**config.mk**
```make
export PLATFORM = sky130hd
export DESIGN_NAME = stft_ctrl
export DESIGN_NICKNAME = d
export VERILOG_FILES = /design/src/hw/rtl/stft_pkg.sv /design/src/hw/rtl/stft_ctrl.sv
export SDC_FILE = /design/constraint.sdc
export NUM_CORES = 1
export LEC_CHECK = 0
export ABC_AREA = 1
export BUFFER_PORTS_ARGS = -buffer_cell sky130_fd_sc_hd__buf_2
export CELL_PAD_IN_SITES_DETAIL_PLACEMENT = 0
export CELL_PAD_IN_SITES_GLOBAL_PLACEMENT = 1
export CORE_MARGIN = 1.5
export CORE_UTILIZATION = 44
export CTS_CLUSTER_DIAMETER = 150
export CTS_CLUSTER_SIZE = 16
export DETAILED_ROUTE_END_ITERATION = 8
export GPL_TIMING_DRIVEN = 0
export PLACE_DENSITY = 0.95
export SETUP_SLACK_MARGIN = 0.5
export SYNTH_ARGS = -nofsm -noshare
export SYNTH_HDL_FRONTEND = slang
export SYNTH_SLANG_ARGS = --single-unit
export TNS_END_PERCENT = 50
```
**constraint.sdc**
```tcl
create_clock -name clk_i -period 8.98 [get_ports clk_i]
set_input_delay 1.796 -clock clk_i [delete_from_list [all_inputs] [get_ports clk_i]]
set_output_delay 1.796 -clock clk_i [all_outputs]
set_load 0.03 [all_outputs]
```
**src/hw/rtl/stft_pkg.sv**
```systemverilog
`timescale 1ns / 1ps
// ============================================================================
// stft_pkg: shared types, constants and tables of the STFT frame engine
// Holds the register map, the datapath command encoding and the twiddle table.
// ============================================================================
package stft_pkg;

  localparam int MaxFftPoints = 64;
  localparam int SampleBits   = 16;
  localparam int RingAw       = 6;
  localparam int WinAw        = 6;
  localparam int CfgAw        = 4;
  localparam int CfgDw        = 32;

  // Register indexes (byte address is four times the index).
  localparam logic [1:0] REG_WINDOW_LENGTH  = 2'd0;
  localparam logic [1:0] REG_OVERLAP_LENGTH = 2'd1;
  localparam logic [1:0] REG_FFT_SIZE_LOG2  = 2'd2;
  localparam logic [1:0] REG_FREQ_RANGE     = 2'd3;

  // Bin order codes.
  localparam logic [1:0] RANGE_TWOSIDED = 2'd0;
  localparam logic [1:0] RANGE_ONESIDED = 2'd1;
  localparam logic [1:0] RANGE_CENTERED = 2'd2;

  localparam logic [6:0] RST_WINDOW_LENGTH  = 7'd64;
  localparam logic [5:0] RST_OVERLAP_LENGTH = 6'd48;
  localparam logic [2:0] RST_FFT_SIZE_LOG2  = 3'd6;
  localparam logic [1:0] RST_FREQ_RANGE     = RANGE_CENTERED;

  typedef struct packed {
    logic [6:0] window_length;
    logic [5:0] overlap_length;
    logic [2:0] fft_size_log2;
    logic [1:0] freq_range;
  } cfg_t;

  typedef enum logic [3:0] {
    OP_IDLE,
    OP_RING_WR,
    OP_WIN_WR,
    OP_LD_RD,
    OP_LD_WR,
    OP_BF_RD,
    OP_BF_M1,
    OP_BF_M2,
    OP_BF_M3,
    OP_BF_WS,
    OP_BF_WT,
    OP_EM_RD,
    OP_EM_OUT,
    OP_ERR_OUT
  } dp_op_e;

  typedef struct packed {
    dp_op_e      op;
    logic [5:0]  ring_addr;
    logic [5:0]  win_addr;
    logic [5:0]  addr_a;
    logic [5:0]  addr_b;
    logic [5:0]  tw_idx;
    logic        zero;
    logic [15:0] frame;
    logic [5:0]  row;
    logic        last;
  } dp_cmd_t;

  typedef struct packed {
    logic out_busy;
  } dp_stat_t;

  // First quadrant of the cosine in Q1.15, with 1.0 held as 32767.
  function automatic logic signed [15:0] quarter_cos(input logic [4:0] m);
    logic signed [15:0] v;
    case (m)
      5'd0:    v = 16'sd32767;
      5'd1:    v = 16'sd32610;
      5'd2:    v = 16'sd32138;
      5'd3:    v = 16'sd31357;
      5'd4:    v = 16'sd30274;
      5'd5:    v = 16'sd28899;
      5'd6:    v = 16'sd27246;
      5'd7:    v = 16'sd25330;
      5'd8:    v = 16'sd23170;
      5'd9:    v = 16'sd20788;
      5'd10:   v = 16'sd18205;
      5'd11:   v = 16'sd15447;
      5'd12:   v = 16'sd12540;
      5'd13:   v = 16'sd9512;
      5'd14:   v = 16'sd6393;
      5'd15:   v = 16'sd3212;
      default: v = 16'sd0;
    endcase
    return v;
  endfunction

  // Cosine of 2*pi*m/64, built from the quarter table by symmetry.
  function automatic logic signed [15:0] cos64(input logic [5:0] m);
    logic signed [15:0] v;
    if (m <= 6'd16) begin
      v = quarter_cos(5'(m));
    end else if (m <= 6'd32) begin
      v = -quarter_cos(5'(6'd32 - m));
    end else if (m <= 6'd48) begin
      v = -quarter_cos(5'(m - 6'd32));
    end else begin
      v = quarter_cos(5'(7'd64 - {1'b0, m}));
    end
    return v;
  endfunction

endpackage

```
**src/hw/rtl/stft_ctrl.sv**
```systemverilog
`timescale 1ns / 1ps
// ============================================================================
// stft_ctrl: STFT sequencer
// Framing counters and the state machine that steps the datapath.
// ============================================================================
module stft_ctrl #(
  parameter int LGMAX = 6
) (
  input  logic               clk_i,
  input  logic               rst_ni,
  input  stft_pkg::cfg_t     cfg_i,
  input  logic               in_valid_i,
  output logic               in_ready_o,
  input  logic               in_req_type_i,
  input  logic               in_first_i,
  input  logic [5:0]         in_coef_index_i,
  input  stft_pkg::dp_stat_t stat_i,
  output stft_pkg::dp_cmd_t  cmd_o
);
  import stft_pkg::*;

  localparam logic [3:0] S_IDLE   = 4'd0;
  localparam logic [3:0] S_ERR    = 4'd1;
  localparam logic [3:0] S_LD_RD  = 4'd2;
  localparam logic [3:0] S_LD_WR  = 4'd3;
  localparam logic [3:0] S_BF_RD  = 4'd4;
  localparam logic [3:0] S_BF_M1  = 4'd5;
  localparam logic [3:0] S_BF_M2  = 4'd6;
  localparam logic [3:0] S_BF_M3  = 4'd7;
  localparam logic [3:0] S_BF_WS  = 4'd8;
  localparam logic [3:0] S_BF_WT  = 4'd9;
  localparam logic [3:0] S_EM_RD  = 4'd10;
  localparam logic [3:0] S_EM_OUT = 4'd11;

  logic [3:0]       state_q, state_d;
  logic [6:0]       ss_q, ss_d;
  logic [5:0]       hop_q, hop_d;
  logic [15:0]      fc_q, fc_d;
  logic             err_q, err_d;
  logic [LGMAX-1:0] cnt_q, cnt_d;
  logic [2:0]       st_q, st_d;

  logic [2:0]       lg;
  logic [LGMAX-1:0] nm1;
  logic [7:0]       nfft;
  logic             bad;
  logic             acc;
  logic [6:0]       ss_base;
  logic [7:0]       ss_inc;
  logic [6:0]       ss_new;
  logic [5:0]       hop_base;
  logic [15:0]      fc_base;
  logic             err_base;
  logic [LGMAX-1:0] rev_full, rev;
  logic [LGMAX-1:0] hmask, jj, ss_idx, tt_idx, bb;
  logic [LGMAX:0]   shift, rlast, bsum;
  logic [5:0]       base;
  logic             k_last, r_last;

  assign lg   = (cfg_i.fft_size_log2 > 3'(LGMAX)) ? 3'(LGMAX) : cfg_i.fft_size_log2;
  assign nm1  = {LGMAX{1'b1}} >> (3'(LGMAX) - lg);
  assign nfft = 8'd1 << lg;
  assign bad  = ({1'b0, cfg_i.overlap_length} >= cfg_i.window_length) ||
                (nfft < {1'b0, cfg_i.window_length});
  assign in_ready_o = (state_q == S_IDLE);
  assign acc = in_valid_i && in_ready_o;

  always_comb begin
    ss_base  = in_first_i ? '0 : ss_q;
    hop_base = in_first_i ? '0 : hop_q;
    fc_base  = in_first_i ? '0 : fc_q;
    err_base = in_first_i ? 1'b0 : err_q;
    ss_inc   = {1'b0, ss_base} + 8'd1;
    ss_new   = ss_inc[7] ? 7'(ss_inc - 8'd64) : ss_inc[6:0];
    for (int b = 0; b < LGMAX; b++) begin
      rev_full[b] = cnt_q[LGMAX-1-b];
    end
    rev    = rev_full >> (3'(LGMAX) - lg);
    base   = ss_q[5:0] - cfg_i.window_length[5:0];
    hmask  = {LGMAX{1'b1}} << st_q;
    jj     = cnt_q & ~hmask;
    ss_idx = ((cnt_q & hmask) << 1) | jj;
    tt_idx = ss_idx | (LGMAX'(1) << st_q);
    shift  = (cfg_i.freq_range == RANGE_CENTERED) ? (LGMAX+1)'(nm1 >> 1) + (LGMAX+1)'(2) : '0;
    bsum   = {1'b0, cnt_q} + shift;
    bb     = bsum[LGMAX-1:0] & nm1;
    // The one-sided order ends at row N/2, which is row 0 for a one-point transform.
    rlast  = (cfg_i.freq_range == RANGE_ONESIDED) ? (LGMAX+1)'(nfft >> 1)
                                                  : {1'b0, nm1};
    k_last = (cnt_q == (nm1 >> 1));
    r_last = ({1'b0, cnt_q} == rlast);
  end

  always_comb begin
    cmd_o           = '0;
    cmd_o.op        = OP_IDLE;
    cmd_o.ring_addr = base + 6'(rev);
    cmd_o.win_addr  = 6'(rev);
    cmd_o.addr_a    = 6'(cnt_q);
    cmd_o.addr_b    = 6'(tt_idx);
    cmd_o.tw_idx    = 6'(jj) << (3'd5 - st_q);
    cmd_o.zero      = ({{(7-LGMAX){1'b0}}, rev} >= cfg_i.window_length);
    cmd_o.frame     = fc_q;
    cmd_o.row       = 6'(cnt_q);
    cmd_o.last      = r_last;
    state_d = state_q;
    ss_d    = ss_q;
    hop_d   = hop_q;
    fc_d    = fc_q;
    err_d   = err_q;
    cnt_d   = cnt_q;
    st_d    = st_q;
    case (state_q)
      S_IDLE: begin
        if (acc && in_req_type_i) begin
          cmd_o.op       = OP_WIN_WR;
          cmd_o.win_addr = in_coef_index_i;
        end else if (acc) begin
          cmd_o.op        = OP_RING_WR;
          cmd_o.ring_addr = ss_base[5:0];
          ss_d  = ss_new;
          hop_d = hop_base;
          fc_d  = fc_base;
          err_d = err_base;
          if (bad) begin
            if (!err_base) begin
              err_d   = 1'b1;
              state_d = S_ERR;
            end
          end else if (ss_new >= cfg_i.window_length) begin
            if (hop_base != 6'd0) begin
              hop_d = hop_base - 6'd1;
            end else begin
              hop_d   = 6'(cfg_i.window_length - {1'b0, cfg_i.overlap_length} - 7'd1);
              cnt_d   = '0;
              state_d = S_LD_RD;
            end
          end
        end
      end
      S_ERR: begin
        if (!stat_i.out_busy) begin
          cmd_o.op = OP_ERR_OUT;
          state_d  = S_IDLE;
        end
      end
      S_LD_RD: begin
        cmd_o.op = OP_LD_RD;
        state_d  = S_LD_WR;
      end
      S_LD_WR: begin
        cmd_o.op = OP_LD_WR;
        if (cnt_q == nm1) begin
          cnt_d   = '0;
          st_d    = '0;
          state_d = (lg == 3'd0) ? S_EM_RD : S_BF_RD;
        end else begin
          cnt_d   = cnt_q + LGMAX'(1);
          state_d = S_LD_RD;
        end
      end
      S_BF_RD: begin
        cmd_o.op     = OP_BF_RD;
        cmd_o.addr_a = 6'(ss_idx);
        state_d      = S_BF_M1;
      end
      S_BF_M1: begin
        cmd_o.op = OP_BF_M1;
        state_d  = S_BF_M2;
      end
      S_BF_M2: begin
        cmd_o.op = OP_BF_M2;
        state_d  = S_BF_M3;
      end
      S_BF_M3: begin
        cmd_o.op = OP_BF_M3;
        state_d  = S_BF_WS;
      end
      S_BF_WS: begin
        cmd_o.op     = OP_BF_WS;
        cmd_o.addr_a = 6'(ss_idx);
        state_d      = S_BF_WT;
      end
      S_BF_WT: begin
        cmd_o.op = OP_BF_WT;
        if (k_last) begin
          cnt_d = '0;
          if (st_q == lg - 3'd1) begin
            state_d = S_EM_RD;
          end else begin
            st_d    = st_q + 3'd1;
            state_d = S_BF_RD;
          end
        end else begin
          cnt_d   = cnt_q + LGMAX'(1);
          state_d = S_BF_RD;
        end
      end
      S_EM_RD: begin
        cmd_o.op     = OP_EM_RD;
        cmd_o.addr_a = 6'(bb);
        state_d      = S_EM_OUT;
      end
      S_EM_OUT: begin
        if (!stat_i.out_busy) begin
          cmd_o.op = OP_EM_OUT;
          if (r_last) begin
            fc_d    = fc_q + 16'd1;
            cnt_d   = '0;
            state_d = S_IDLE;
          end else begin
            cnt_d   = cnt_q + LGMAX'(1);
            state_d = S_EM_RD;
          end
        end
      end
      default: state_d = S_IDLE;
    endcase
  end

  always_ff @(posedge clk_i or negedge rst_ni) begin
    if (!rst_ni) begin
      state_q <= S_IDLE;
      ss_q    <= '0;
      hop_q   <= '0;
      fc_q    <= '0;
      err_q   <= 1'b0;
      cnt_q   <= '0;
      st_q    <= '0;
    end else begin
      state_q <= state_d;
      ss_q    <= ss_d;
      hop_q   <= hop_d;
      fc_q    <= fc_d;
      err_q   <= err_d;
      cnt_q   <= cnt_d;
      st_q    <= st_d;
    end
  end

endmodule

```
Word level (Yosys, flattened, before mapping)
Cells that the tools add are included.
{"block": "totals", "regBits": 43, "out_inout_bits": 59, "word_cells": 141}
{"block": "classes", "add_sub_neg": 15, "order_cmp": 5, "eq_ne": 32, "shifts": 6, "mux": 54, "bitwise_logic": 7, "reduce_logical": 15}
{"operator": "6-bit 2-to-1 mux", "n": 16}
{"operator": "4-bit case mux with 12 select lines", "n": 2}
{"operator": "16-bit 2-to-1 mux", "n": 5}
{"operator": "4-bit 2-to-1 mux", "n": 16}
{"operator": "16-bit case mux with 2 select lines", "n": 1}
{"operator": "7-bit 2-to-1 mux", "n": 4}
{"operator": "6-bit case mux with 4 select lines", "n": 1}
{"operator": "2-bit != test (second input constant)", "n": 9}
{"operator": "16-bit by 1-bit adder with 16-bit output (second input constant)", "n": 1}
{"operator": "4-bit by 3-bit equality test with 1-bit output (second input constant)", "n": 4}
{"operator": "4-bit equality test (second input constant)", "n": 4}
{"operator": "6-bit by 7-bit >= comparator with 1-bit output", "n": 2}
{"operator": "7-bit AND reduction", "n": 2}
{"operator": "6-bit adder", "n": 2}
{"operator": "6-bit AND", "n": 2}
{"operator": "12-bit 2-to-1 mux", "n": 1}
{"operator": "3-bit 2-to-1 mux", "n": 4}
{"operator": "6-bit OR", "n": 2}
{"operator": "6-bit case mux with 2 select lines", "n": 1}
{"operator": "6-bit by 1-bit subtractor with 6-bit output (second input constant)", "n": 2}
{"operator": "6-bit subtractor", "n": 2}
{"operator": "7-bit by 1-bit adder with 8-bit output (second input constant)", "n": 1}
{"operator": "4-bit by 2-bit equality test with 1-bit output (second input constant)", "n": 2}
{"operator": "8-bit by 7-bit < comparator with 1-bit output", "n": 1}
{"operator": "40 further kinds", "n": 47}

Depth between registers and ports, before layout
{"block": "logic_depth", "depth_word": 10, "ltp_mapped": 24}

Worst setup path after synthesis
Ideal clock, no wire load.
{"block": "synth_path", "path_type": "input-to-output", "start": "in cfg_i[4] (netlist bit)", "end": "out cmd_o[51] (netlist bit)", "arrival_time_ns": 5.149, "t_required_ns": 7.184, "setup_slack_ns": 2.035, "stages": 20, "cell_sequence": "buf_2 -> nand2_1 -> nand2_1 -> inv_1 -> ha_1 -> inv_1 -> ha_1 -> buf_4 -> nor2_1 -> inv_1 -> o22ai_1 -> inv_1 -> fa_1 -> inv_1 -> ha_1 -> a21oi_1 -> nand2_1 -> or2_2 -> nand3_1 -> o21ai_0"}
{"element": "start: declaration", "line_no": "stft_ctrl.sv:11", "rtl": "input stft_pkg::cfg_t cfg_i,"}
{"element": "end: declaration", "line_no": "stft_ctrl.sv:18", "rtl": "output stft_pkg::dp_cmd_t cmd_o"}

==> flow_metrics.env <==
export IMPL_status="finished clean"
export IMPL_comb_power_share_pct=66.0
export IMPL_place_inst=1172
export IMPL_rsz0062_at_grt="false"
export IMPL_critPathSlowestCell="sky130_fd_sc_hd__fa_1"
export IMPL_fill_cells=1331
export IMPL_seq_power_share_pct=18.3
export IMPL_synthesis_instances=913
export IMPL_worst_setup_hold_path_clk_slew_ns=0.06
export IMPL_critPathMaxFanout=10
export IMPL_fin_crit_ns=7.67
export IMPL_setup_viol=0
export IMPL_cellLeakagePower_uw=0.00362
export IMPL_worst_hold_class="flop to flop"
export IMPL_grt_start_max_net_pins=44
export IMPL_synth_seq_cells=43
export IMPL_cts_setup_buffers=0
export IMPL_synthDistinctLibCells=45
export IMPL_stdcell_count=1180
export IMPL_routed_wl_um=16400
export IMPL_cpPeakStageDelay_ns=0.49
export IMPL_synthesis_area_um2=5750
export IMPL_drt_pass1_iter_count=5
export IMPL_drcViolationCount=0
export IMPL_power_switching_fraction_pct=54.2
export IMPL_dp_worst_setup_slack_ns=1.32
export IMPL_route_vias_total=5945
export IMPL_grtUsageTotal_pct=24.1
export IMPL_crit_path_start_kind="input port"
export IMPL_asyncSetResetFlopFracSynth_pct=100
export IMPL_final_setup_worst_slack_ns=1.31
export IMPL_post_dp_hpwl_um=13100
export IMPL_synth_sequential_area_ratio_pct=18.7
export IMPL_cts_made_buffers=5
export IMPL_number_of_rows_in_the_core_area=41
export IMPL_detail_route_wl_per_cell_um=13.9
export IMPL_period_utilization_post_route_pct=85.4
export IMPL_antenna_cells_inserted=0
export IMPL_floorplan_io_pins=89
export IMPL_hold_ws_ns=0.489
export IMPL_synth_enable_flop_cells=0
export IMPL_register_area_um2=1080
export IMPL_crit_arrival_ns=5.87
export IMPL_dieArea_um2=13800
export IMPL_ant_nets=0
export IMPL_totalNegativeSetupSlack_ns=0
export IMPL_ctsRootBufferMaster="sky130_fd_sc_hd__clkbuf_16"
export IMPL_avgSynthCellArea_um2=6.30
export IMPL_clock_skew_ns=0.00582
export IMPL_worst_slew_pin_slew_ns=1.02
export IMPL_fin_area_um2=6580
export IMPL_placedInstanceArea_um2=6400
export IMPL_htreeDepth=2
export IMPL_post_route_cells_drive_above_1_share_pct=14.2
export IMPL_number_of_endpoints_with_negative_hold_slack_in_the_final_report=0
export IMPL_overflow=0
export IMPL_ctsLongestPathBuffers=2
export IMPL_port_buffers=87
export IMPL_critical_path_top_cell_by_count="sky130_fd_sc_hd__nand2_1"
export IMPL_tritoncts_num_sinks=43
export IMPL_via_per_inst=5.04
export IMPL_most_common_layout_cells="sky130_fd_sc_hd__nand2_1, sky130_fd_sc_hd__inv_1, sky130_fd_sc_hd__buf_2"
export IMPL_clock_latency_ns=0.29
export IMPL_cell_internal_pwr_uw=654
export IMPL_final_common_cell="sky130_fd_sc_hd__nand2_1"
export IMPL_grt_pass1_vias=5541
export IMPL_power_clock_fraction_pct=15.7
export IMPL_postSynth_topFlopCell="sky130_fd_sc_hd__dfrtp_1"
export IMPL_cp_end_kind="output pin"
export IMPL_wire_length_of_the_first_global_routing_pass_um=27700
export IMPL_tritoncts="yes"
export IMPL_grt_antenna_before_repair=0
export IMPL_postCtsResizedCells=0
export IMPL_floorplan_initialDensity_pct=45.4
export IMPL_drt_initial_drc_count=448
export IMPL_relSlewSlack_pct=31.8
export IMPL_area_growth_pct=14.4
export IMPL_floorplan_die_height_um=117
export IMPL_nets=1104
export IMPL_path_class="input port to output pin"
export IMPL_vdd_drop_max_mv=0.164
export IMPL_ys_warnings_count=0
export IMPL_footprint_of_the_multi_input_gates_um2=4060
export IMPL_power_density_nw_per_um2=217
export IMPL_max_cap_viol_count=0
export IMPL_clock_fmax_mhz=130
export IMPL_globalplace_congestion=0.927
export IMPL_cts_hold_repair_buffers=0
export IMPL_synthesis_nets=1010
export IMPL_dieWidth_um=117
export IMPL_final_max_slew_violation_count=0
export IMPL_core_footprint_um2=12700
export IMPL_timing_critical_path_required_ns=7.18
export IMPL_net_load_switching_power_uw=773
[power by group through the flow]
stage / clock network (uW) / logic (uW) / registers [uW]
floorplan: 0 / 691 / 263
global placement: 0 / 935 / 263
detailed placement: 0 / 941 / 264
CTS: 228 / 947 / 261
global route: 237 / 1060 / 266
finish: 224 / 943 / 261
[critical path: cells and delay by family]
family                   cells  cell delay [ns]
XOR/XNOR                     1             0.17
AND/OR/NAND/NOR              8             0.83
buffers and inverters        9             1.13
adder cells (fa/ha/maj)      4             1.34
AO/OA/AOI/OAI                3             0.60
[cell families (layout without fill, tap and decap cells)]
| group | count (synthesis) | in the layout | share of synthesized area, % |
|---|---|---|---|
| compound gates | 121 | 121 | 11.9 |
| xor+xnor | 39 | 39 | 5.94 |
| fa+ha+maj | 67 | 67 | 15.5 |
| buf+inv | 151 | 246 | 10.6 |
| flops | 43 | 43 | 18.7 |
| simple gates | 492 | 492 | 37.3 |
[through the flow]
step,utilization [%],power (uW)
CTS,51.9,1440
detailed placement,50.5,1200
finish,51.9,1430
global placement,50.5,1200
global route,51.9,1560
floorplan,-,954
[cell usage after synthesis (all sizes together) (3+ instances only)]
master,instances,area (um^2)
a21o,3,22.5
buf,17,109
ha,60,751
xnor2,12,105
or2,4,25.0
o22ai,5,31.3
fa,7,140
dfrtp,43,1080
o2111ai,3,26.3
nor2,99,414
o21ai,64,324
inv,126,473
a21oi,31,166
nand3b,4,30.0
nand2,290,1110
xor2,27,236
clkbuf,7,26.3
nand4,30,218
nand3,55,280
o211ai,3,22.5
nor3,9,61.3
[flip-flops by register name (all words and copies together) (netlist names)]
signal and cells:
cnt_q 6, err_q 1, fc_q 16, hop_q 6, ss_q 7, st_q 3, state_q 4
[cell type report]
type	count	area share, %
Clock inverter	2	0.589
Inverter	127	7.24
Clock buffer	6	2.11
Multi-Input combinational cell	719	61.8
Timing Repair Buffer	87	6.62
Tap cell	172	3.27
Sequential cell	43	16.4
Buffer	24	2.05
[final timing paths]
kind / end / slack [ns] / cells after the start / from
worst max register to register: hop_q[5]$_DFFE_PN0P_ / 5.89 / 18 / ss_q[0]$_DFFE_PN0P_
min in group asynchronous: ss_q[1]$_DFFE_PN0P_ / 1.67 / 1 / rst_ni
worst min register to register: hop_q[0]$_DFFE_PN0P_ / 0.49 / 2 / hop_q[0]$_DFFE_PN0P_
worst max-delay path: cmd_o[53] / 1.31 / 25 / cfg_i[4]
max in group asynchronous: cnt_q[4]$_DFFE_PN0P_ / 6.67 / 1 / rst_ni
worst min-delay path: hop_q[0]$_DFFE_PN0P_ / 0.49 / 2 / hop_q[0]$_DFFE_PN0P_
[layer usage]
metal / GRT usage [%] / part of all wire (%) / vias up
met5: 0 / 0 / -
met4: 4.48 / 0.89 / 0
met1: 34.2 / 49 / 2647
met2: 39.8 / 45 / 165
met3: 2.77 / 5.1 / 12
li1: - / - / 3121
(Power assumes the default switching activity.)
